[src/hw/rtl/gtp_pkg.sv]
// Shared types, constants and character helpers for the GUID text parser.
package gtp_pkg;

	localparam int unsigned POS_W = 6;
	localparam int unsigned CHAR_W = 8;
	localparam int unsigned NIBBLE_W = 4;
	localparam int unsigned VALUE_W = 128;
	localparam int unsigned HALF_W = 64;

	localparam logic [POS_W-1:0] POS_MAX = 6'd63;
	localparam logic [POS_W-1:0] PLAIN_LEN = 6'd32;
	localparam logic [POS_W-1:0] DASHED_LEN = 6'd36;
	localparam logic [POS_W-1:0] WRAPPED_LEN = 6'd38;
	localparam logic [POS_W-1:0] PLAIN_END = PLAIN_LEN - 6'd1;
	localparam logic [POS_W-1:0] DASHED_END = DASHED_LEN - 6'd1;
	localparam logic [POS_W-1:0] WRAPPED_END = WRAPPED_LEN - 6'd1;
	localparam logic [POS_W-1:0] SEP_0 = 6'd8;
	localparam logic [POS_W-1:0] SEP_1 = 6'd13;
	localparam logic [POS_W-1:0] SEP_2 = 6'd18;
	localparam logic [POS_W-1:0] SEP_3 = 6'd23;

	localparam logic [CHAR_W-1:0] CH_DASH = 8'h2D;
	localparam logic [CHAR_W-1:0] CH_LBRACE = 8'h7B;
	localparam logic [CHAR_W-1:0] CH_RBRACE = 8'h7D;
	localparam logic [CHAR_W-1:0] CH_LPAREN = 8'h28;
	localparam logic [CHAR_W-1:0] CH_RPAREN = 8'h29;

	typedef enum logic [1:0] {
		KIND_NONE  = 2'd0,
		KIND_BRACE = 2'd1,
		KIND_PAREN = 2'd2
	} open_kind_t;

	typedef struct packed {
		logic                is_hex;
		logic [NIBBLE_W-1:0] nibble;
		logic                is_dash;
		logic                is_lbrace;
		logic                is_rbrace;
		logic                is_lparen;
		logic                is_rparen;
	} char_class_t;

	typedef struct packed {
		logic               ok;
		logic [VALUE_W-1:0] value;
	} parse_result_t;

endpackage

[src/hw/rtl/gtp_char_class.sv]
// Character classifier: hex digit value and the punctuation the GUID forms use.
module gtp_char_class
	import gtp_pkg::*;
(
	input  logic [CHAR_W-1:0] char_code,
	output char_class_t       cls
);

	logic [CHAR_W-1:0] digit_off;

	always_comb begin
		digit_off = '0;
		cls = '0;
		if (char_code inside {[8'h30:8'h39]}) begin
			digit_off = char_code - 8'h30;
			cls.is_hex = 1'b1;
			cls.nibble = digit_off[NIBBLE_W-1:0];
		end else if (char_code inside {[8'h61:8'h66]}) begin
			digit_off = char_code - 8'h57;
			cls.is_hex = 1'b1;
			cls.nibble = digit_off[NIBBLE_W-1:0];
		end else if (char_code inside {[8'h41:8'h46]}) begin
			digit_off = char_code - 8'h37;
			cls.is_hex = 1'b1;
			cls.nibble = digit_off[NIBBLE_W-1:0];
		end
		cls.is_dash = (char_code == CH_DASH);
		cls.is_lbrace = (char_code == CH_LBRACE);
		cls.is_rbrace = (char_code == CH_RBRACE);
		cls.is_lparen = (char_code == CH_LPAREN);
		cls.is_rparen = (char_code == CH_RPAREN);
	end

endmodule

[src/hw/rtl/gtp_parse_core.sv]
// Per-text parse state: position, form checks and the digit accumulator.
module gtp_parse_core
	import gtp_pkg::*;
(
	input  logic          clk,
	input  logic          arst_n,
	input  logic          step,
	input  logic          is_last,
	input  char_class_t   cls,
	output parse_result_t res
);

	logic [POS_W-1:0]   pos_q;
	open_kind_t         kind_q;
	logic               plain_ok_q;
	logic               dashed_ok_q;
	logic               wrapped_ok_q;
	logic [VALUE_W-1:0] acc_q;

	logic [POS_W-1:0]   pos_d;
	open_kind_t         kind_d;
	logic               plain_ok_d;
	logic               dashed_ok_d;
	logic               wrapped_ok_d;
	logic [VALUE_W-1:0] acc_d;
	logic               sep_cur;
	logic               sep_prev;
	logic               fits_cur;
	logic               fits_prev;
	logic               closer_ok;

	always_comb begin
		sep_cur = (pos_q inside {SEP_0, SEP_1, SEP_2, SEP_3});
		sep_prev = (pos_q inside {SEP_0 + 6'd1, SEP_1 + 6'd1, SEP_2 + 6'd1, SEP_3 + 6'd1});
		fits_cur = sep_cur ? cls.is_dash : cls.is_hex;
		fits_prev = sep_prev ? cls.is_dash : cls.is_hex;

		plain_ok_d = plain_ok_q;
		dashed_ok_d = dashed_ok_q;
		wrapped_ok_d = wrapped_ok_q;
		kind_d = kind_q;
		closer_ok = 1'b0;

		if (pos_q < PLAIN_LEN && !cls.is_hex) begin
			plain_ok_d = 1'b0;
		end
		if (pos_q < DASHED_LEN && !fits_cur) begin
			dashed_ok_d = 1'b0;
		end

		if (pos_q == '0) begin
			if (cls.is_lbrace) begin
				kind_d = KIND_BRACE;
			end else if (cls.is_lparen) begin
				kind_d = KIND_PAREN;
			end else begin
				kind_d = KIND_NONE;
				wrapped_ok_d = 1'b0;
			end
		end else if (pos_q <= DASHED_LEN) begin
			if (!fits_prev) begin
				wrapped_ok_d = 1'b0;
			end
		end else if (pos_q == WRAPPED_END) begin
			closer_ok = (kind_q == KIND_BRACE && cls.is_rbrace) ||
				(kind_q == KIND_PAREN && cls.is_rparen);
		end

		acc_d = acc_q;
		if (cls.is_hex) begin
			acc_d = {acc_q[VALUE_W-NIBBLE_W-1:0], cls.nibble};
		end

		pos_d = (pos_q == POS_MAX) ? pos_q : pos_q + 6'd1;

		res.ok = (pos_q == PLAIN_END && plain_ok_d) ||
			(pos_q == DASHED_END && dashed_ok_d) ||
			(pos_q == WRAPPED_END && wrapped_ok_d && closer_ok);
		res.value = res.ok ? acc_d : '0;
	end

	always_ff @(posedge clk or negedge arst_n) begin
		if (!arst_n) begin
			pos_q <= '0;
			kind_q <= KIND_NONE;
			plain_ok_q <= 1'b1;
			dashed_ok_q <= 1'b1;
			wrapped_ok_q <= 1'b1;
			acc_q <= '0;
		end else if (step) begin
			if (is_last) begin
				pos_q <= '0;
				kind_q <= KIND_NONE;
				plain_ok_q <= 1'b1;
				dashed_ok_q <= 1'b1;
				wrapped_ok_q <= 1'b1;
				acc_q <= '0;
			end else begin
				pos_q <= pos_d;
				kind_q <= kind_d;
				plain_ok_q <= plain_ok_d;
				dashed_ok_q <= dashed_ok_d;
				wrapped_ok_q <= wrapped_ok_d;
				acc_q <= acc_d;
			end
		end
	end

endmodule

[src/hw/rtl/guid_text_parser_top.sv]
// Top level of the GUID text parser with its stream handshakes.
//
// The slave stream carries one text character per request, the ASCII code
// in s_tdata and s_tlast on the final character of the text.  Plain,
// dashed and braced or parenthesized dashed forms are accepted.  The master
// stream gives one request per text, after its final character: m_tuser is
// the valid flag and m_tdata the 128-bit value, zero when invalid.
// A character is taken every cycle except while a final character is held
// back as described below.  It is registered at the input, the parse state
// and the result are worked out in the next cycle, and the result register
// shows the request after the final character leaves the input register.
// Two registers, input and result, lie between a final character and its request.
// When the receiver stalls, characters that give no result are still taken
// while a result waits; only a final character stops in the input register
// until the waiting result is taken, and s_tready then goes low.
// Reset clears the position and both valid flags and sets the form checks, so the
// next character starts a new text.
module guid_text_parser_top
	import gtp_pkg::*;
(
	input  logic               clk,
	input  logic               arst_n,
	input  logic               s_tvalid,
	output logic               s_tready,
	input  logic [CHAR_W-1:0]  s_tdata,  // [7:0] char_code
	input  logic               s_tlast,  // is_last
	output logic               m_tvalid,
	input  logic               m_tready,
	output logic [VALUE_W-1:0] m_tdata,  // [63:0] value_high, [127:64] value_low
	output logic               m_tuser   // valid_res
);

	logic              valid_s1;
	logic [CHAR_W-1:0] char_s1;
	logic              last_s1;
	logic              out_valid_q;
	logic              out_ok_q;
	logic [VALUE_W-1:0] out_value_q;
	logic              adv_s1;
	logic              step;
	char_class_t       cls;
	parse_result_t     res;

	assign adv_s1 = !(last_s1 && out_valid_q && !m_tready);
	assign s_tready = !valid_s1 || adv_s1;
	assign step = valid_s1 && adv_s1;

	always_ff @(posedge clk or negedge arst_n) begin
		if (!arst_n) begin
			valid_s1 <= 1'b0;
		end else if (s_tready) begin
			valid_s1 <= s_tvalid;
		end
	end

	always_ff @(posedge clk) begin
		if (s_tready && s_tvalid) begin
			char_s1 <= s_tdata;
			last_s1 <= s_tlast;
		end
	end

	gtp_char_class u_class (
		.char_code(char_s1),
		.cls(cls)
	);

	gtp_parse_core u_core (
		.clk(clk),
		.arst_n(arst_n),
		.step(step),
		.is_last(last_s1),
		.cls(cls),
		.res(res)
	);

	always_ff @(posedge clk or negedge arst_n) begin
		if (!arst_n) begin
			out_valid_q <= 1'b0;
		end else if (step && last_s1) begin
			out_valid_q <= 1'b1;
		end else if (m_tready) begin
			out_valid_q <= 1'b0;
		end
	end

	always_ff @(posedge clk) begin
		if (step && last_s1) begin
			out_ok_q <= res.ok;
			out_value_q <= res.value;
		end
	end

	assign m_tvalid = out_valid_q;
	assign m_tuser = out_ok_q;
	assign m_tdata = {out_value_q[HALF_W-1:0], out_value_q[VALUE_W-1:HALF_W]};

endmodule

[config.mk]
export PLATFORM = sky130hd
export DESIGN_NAME = guid_text_parser_top
export DESIGN_NICKNAME = d
export VERILOG_FILES = /design/src/hw/rtl/gtp_pkg.sv /design/src/hw/rtl/gtp_char_class.sv /design/src/hw/rtl/gtp_parse_core.sv /design/src/hw/rtl/guid_text_parser_top.sv
export SDC_FILE = /design/constraint.sdc
export NUM_CORES = 1
export LEC_CHECK = 0
export ABC_CLOCK_PERIOD_IN_PS = 9100
export BUFFER_PORTS_ARGS = -buffer_cell sky130_fd_sc_hd__buf_2
export CAP_MARGIN = 15
export CORE_MARGIN = 2
export CORE_UTILIZATION = 55
export CTS_CLUSTER_SIZE = 10
export DETAILED_ROUTE_END_ITERATION = 16
export HOLD_SLACK_MARGIN = 0.06
export PLACE_DENSITY = 0.75
export RECOVER_POWER = 25
export SLEW_MARGIN = 20
export SYNTH_ARGS = -nofsm -noshare
export SYNTH_HDL_FRONTEND = slang
export SYNTH_HIERARCHICAL = 1
export SYNTH_SLANG_ARGS = --single-unit
[constraint.sdc]
create_clock -name clk -period 9.1 [get_ports clk]
set_input_delay 0.91 -clock clk [delete_from_list [all_inputs] [get_ports clk]]
set_output_delay 0.91 -clock clk [all_outputs]
set_load 0.01 [all_outputs]
==> results.yml <==
global_routing:
  antenna_found_initial: 0
  grt_pass1_vias: 10550
  grtUsageTotal_pct: 23.19
  grt_pass1_wl_um: 53750
  grt-ovfl-total: 0
  grt_max_degree: 130
die:
  rows: 59
  fp.dieW_um: 165.8
  die-area_um2: 27490
  coreArea_um2: 25910
  die_height_um: 165.8
  ioPinCount: 144
  start_util_pct: 55.57
sta:
  finalCriticalPeriod_ns: 5.624
  worst_pin_slew_ns: 4.137
  setup-violations-final: 0
  final_hold_viol_count: 0
  rsz0062_at_grt: "false"
  max_slew_margin_pct: -175.8
  clock_skew_ns: 0.01887
  drv_slew: 148
  period_share_pct: 61.81
  setup_tns_ns: 0
  max_freq_mhz: 177.8
status:
  violations: "max-capacitance violations, max-slew violations"
  outcome: "complete, but fails checks"
synthesis:
  avgSynthCellArea_um2: 10.09
  synthFlopType: "edfxtp_1"
  syn-instance-count: 1427
  synth_area_um2: 14400
  post-synth-top-area-cell: "edfxtp_1"
  async_flop_share_pct: 50.54
  synth_cell_types: 52
  yosysTopAreaCellShare_pct: 28.78
  synth_seq_area_share_pct: 53.32
  synth-edff-count: 138
  ys_warn_count: 6
  yosys-top-cells-area: "edfxtp_1 (29%), dfrtp_1 (24%), o2bb2ai_1 (7.9%)"
  ys_ff_latch: 279
  synth_nets: 1447
clock_network:
  clkTransAtPathRegs_ns: 0.06
  clock_path_buffers: 3
  insertion_delay_ns: 0.51
  cts_tree: "yes"
  cts_setup_buffers: 0
  ctsHtreeMaxLevel: 2
  cts_buffers: 34
  cts_sinks: 279
  clockRootBuffer: "clkbuf_16"
  cts-hold-fix-buffers: 0
  cts-resized-gates: 0
power_and_ir_drop:
  power_density_nw_per_um2: 178.0
  leakagePower_uw: 0.006736
  power.total_uw: 2842
  irDropWorstVdd_v: 0.0001485
layout:
  final_common_cell: "o21ai_0"
  nFillCells: 2167
  layout_common_cells: "o21ai_0 (162), nand2_1 (140), edfxtp_1 (138), dfrtp_1 (138), nor2b_1 (134)"
  drive_gt1_share_pct: 7.611
  nNetsFinal: 1506
  final_area_um2: 15960
  multi_input_area_um2: 6121
  insertedDiodeCount: 0
  seqCellArea_um2: 7676
  syn_to_final_growth_pct: 10.88
setup_path:
  cp_max_fo: 103
  critical_path_class: "flip-flop to flip-flop"
  required_ns: 9.33
  slowest_delay_ns: 2.36
  path_cells: "clkbuf_1, a21boi_1, inv_4, buf_6, nor3_1, a21oi_1, o21ai_0"
  critPathLaunchType: "flip-flop"
  slowest_stage: "clkbuf_1"
  end_kind: "flip-flop"
  arrival_ns: 5.85
place:
  placed_cell_area_um2: 15070
  hpwl_um: 18720
  gp_congestion: 0.7935
  port_buffers: 143
routing:
  drtPass1Iterations: 5
  vias_per_cell: 6.018
  final_antenna_net_count: 0
  drt_wl_total_um: 32620
  wl_per_cell_um: 17.67
  vias: 11110
  drc: 0
  drtIter0Drc: 829
job:
  cap_violations: 2
worst_hold_path:
  hold_class: "flip-flop to flip-flop"
per-stage QoR:
stage	utilization [%]	cells	worst slack [ns]	hold slack [ns]
after floorplan	-	1427	2.146	0.4486
after global placement	58.17	1784	4.592	0.4600
after detailed placement	58.17	1784	4.466	0.4696
after CTS	61.99	1845	4.482	0.4658
after global routing	61.61	1846	2.877	0.5137
final	61.61	1846	3.476	0.4738
state kept, by name, summed over array words and instances (netlist names):
register	count
u_core/acc_q	128
u_core/pos_q	6
last_s1	1
out_value_q	128
char_s1	8
u_core/dashed_ok_q	1
m_tuser	1
valid_s1	1
u_core/plain_ok_q	1
u_core/wrapped_ok_q	1
m_tvalid	1
u_core/kind_q	2
worst paths after layout:
| path | start | cells after the start | slack (ns) | endpoint |
|---|---|---|---|---|
| worst max-delay path | last_s1 | 7 | 3.48 | u_core/pos_q[3] |
| max in group asynchronous | arst_n | 2 | 4.71 | u_core/acc_q[77] |
| min in group asynchronous | arst_n | 1 | 1.86 | u_core/acc_q[11] |
| worst min-delay path | u_core/plain_ok_q | 2 | 0.47 | u_core/plain_ok_q |
| worst min register to register | u_core/plain_ok_q | 2 | 0.47 | u_core/plain_ok_q |
| worst max register to register | last_s1 | 7 | 3.48 | u_core/pos_q[3] |
synthesized netlist by cell type (all sizes together), types with 3 or more instances:
cell / number
nor3: 6
a21oi: 132
nor2: 6
o31ai: 5
nand2b: 5
buf: 33
clkbuf: 101
a22oi: 3
dfstp: 3
o2bb2ai: 130
nand2: 140
a21o: 132
inv: 8
nand3: 4
and2: 4
dfrtp: 138
ha: 7
mux2i: 6
nor2b: 134
edfxtp: 138
o21ai: 261
per-layer routing:
metal  global-route usage, %  wire length (um)  up-vias
li1                        -                 -     5365
met1                   31.62             14230     5424
met2                   38.70             16190      266
met3                   3.813              1458       55
met4                   6.578               746        0
met5                       0                 0        -
worst max-delay path, delay by kind of cell (launching register included):
kind,cells,cell delay (ns)
buffers and inverters,3,3.60
flip-flops,1,0.31
AO/OA/AOI/OAI,3,1.14
AND/OR/NAND/NOR,1,0.10
report_power, final:
| part | total (uW) | switching [uW] | internal (uW) |
|---|---|---|---|
| Clock | 1220 | 498 | 726 |
| Combinational | 209 | 150 | 58.7 |
| Sequential | 1410 | 37.2 | 1370 |
| Total | 2840 | 685 | 2160 |
kinds of logic after synthesis:
logic type               Yosys count  share of synthesized area [%]
flip-flops                       279                          53.32
AO/OA/AOI/OAI                    676                          29.80
multiplexers                       6                         0.4172
adder cells (fa/ha/maj)            7                         0.6083
buffers and inverters            143                          4.458
AND/OR/NAND/NOR                  316                          11.40
layout make-up:
cell class / count / share of cell area [%]
Sequential cell: 279 / 48.08
Multi-Input combinational cell: 1005 / 38.34
Clock buffer: 59 / 6.113
Timing Repair Buffer: 157 / 4.514
Tap cell: 335 / 2.626
Inverter: 9 / 0.2273
Clock inverter: 2 / 0.09405
No activity file was read; power rests on OpenSTA's default activity.
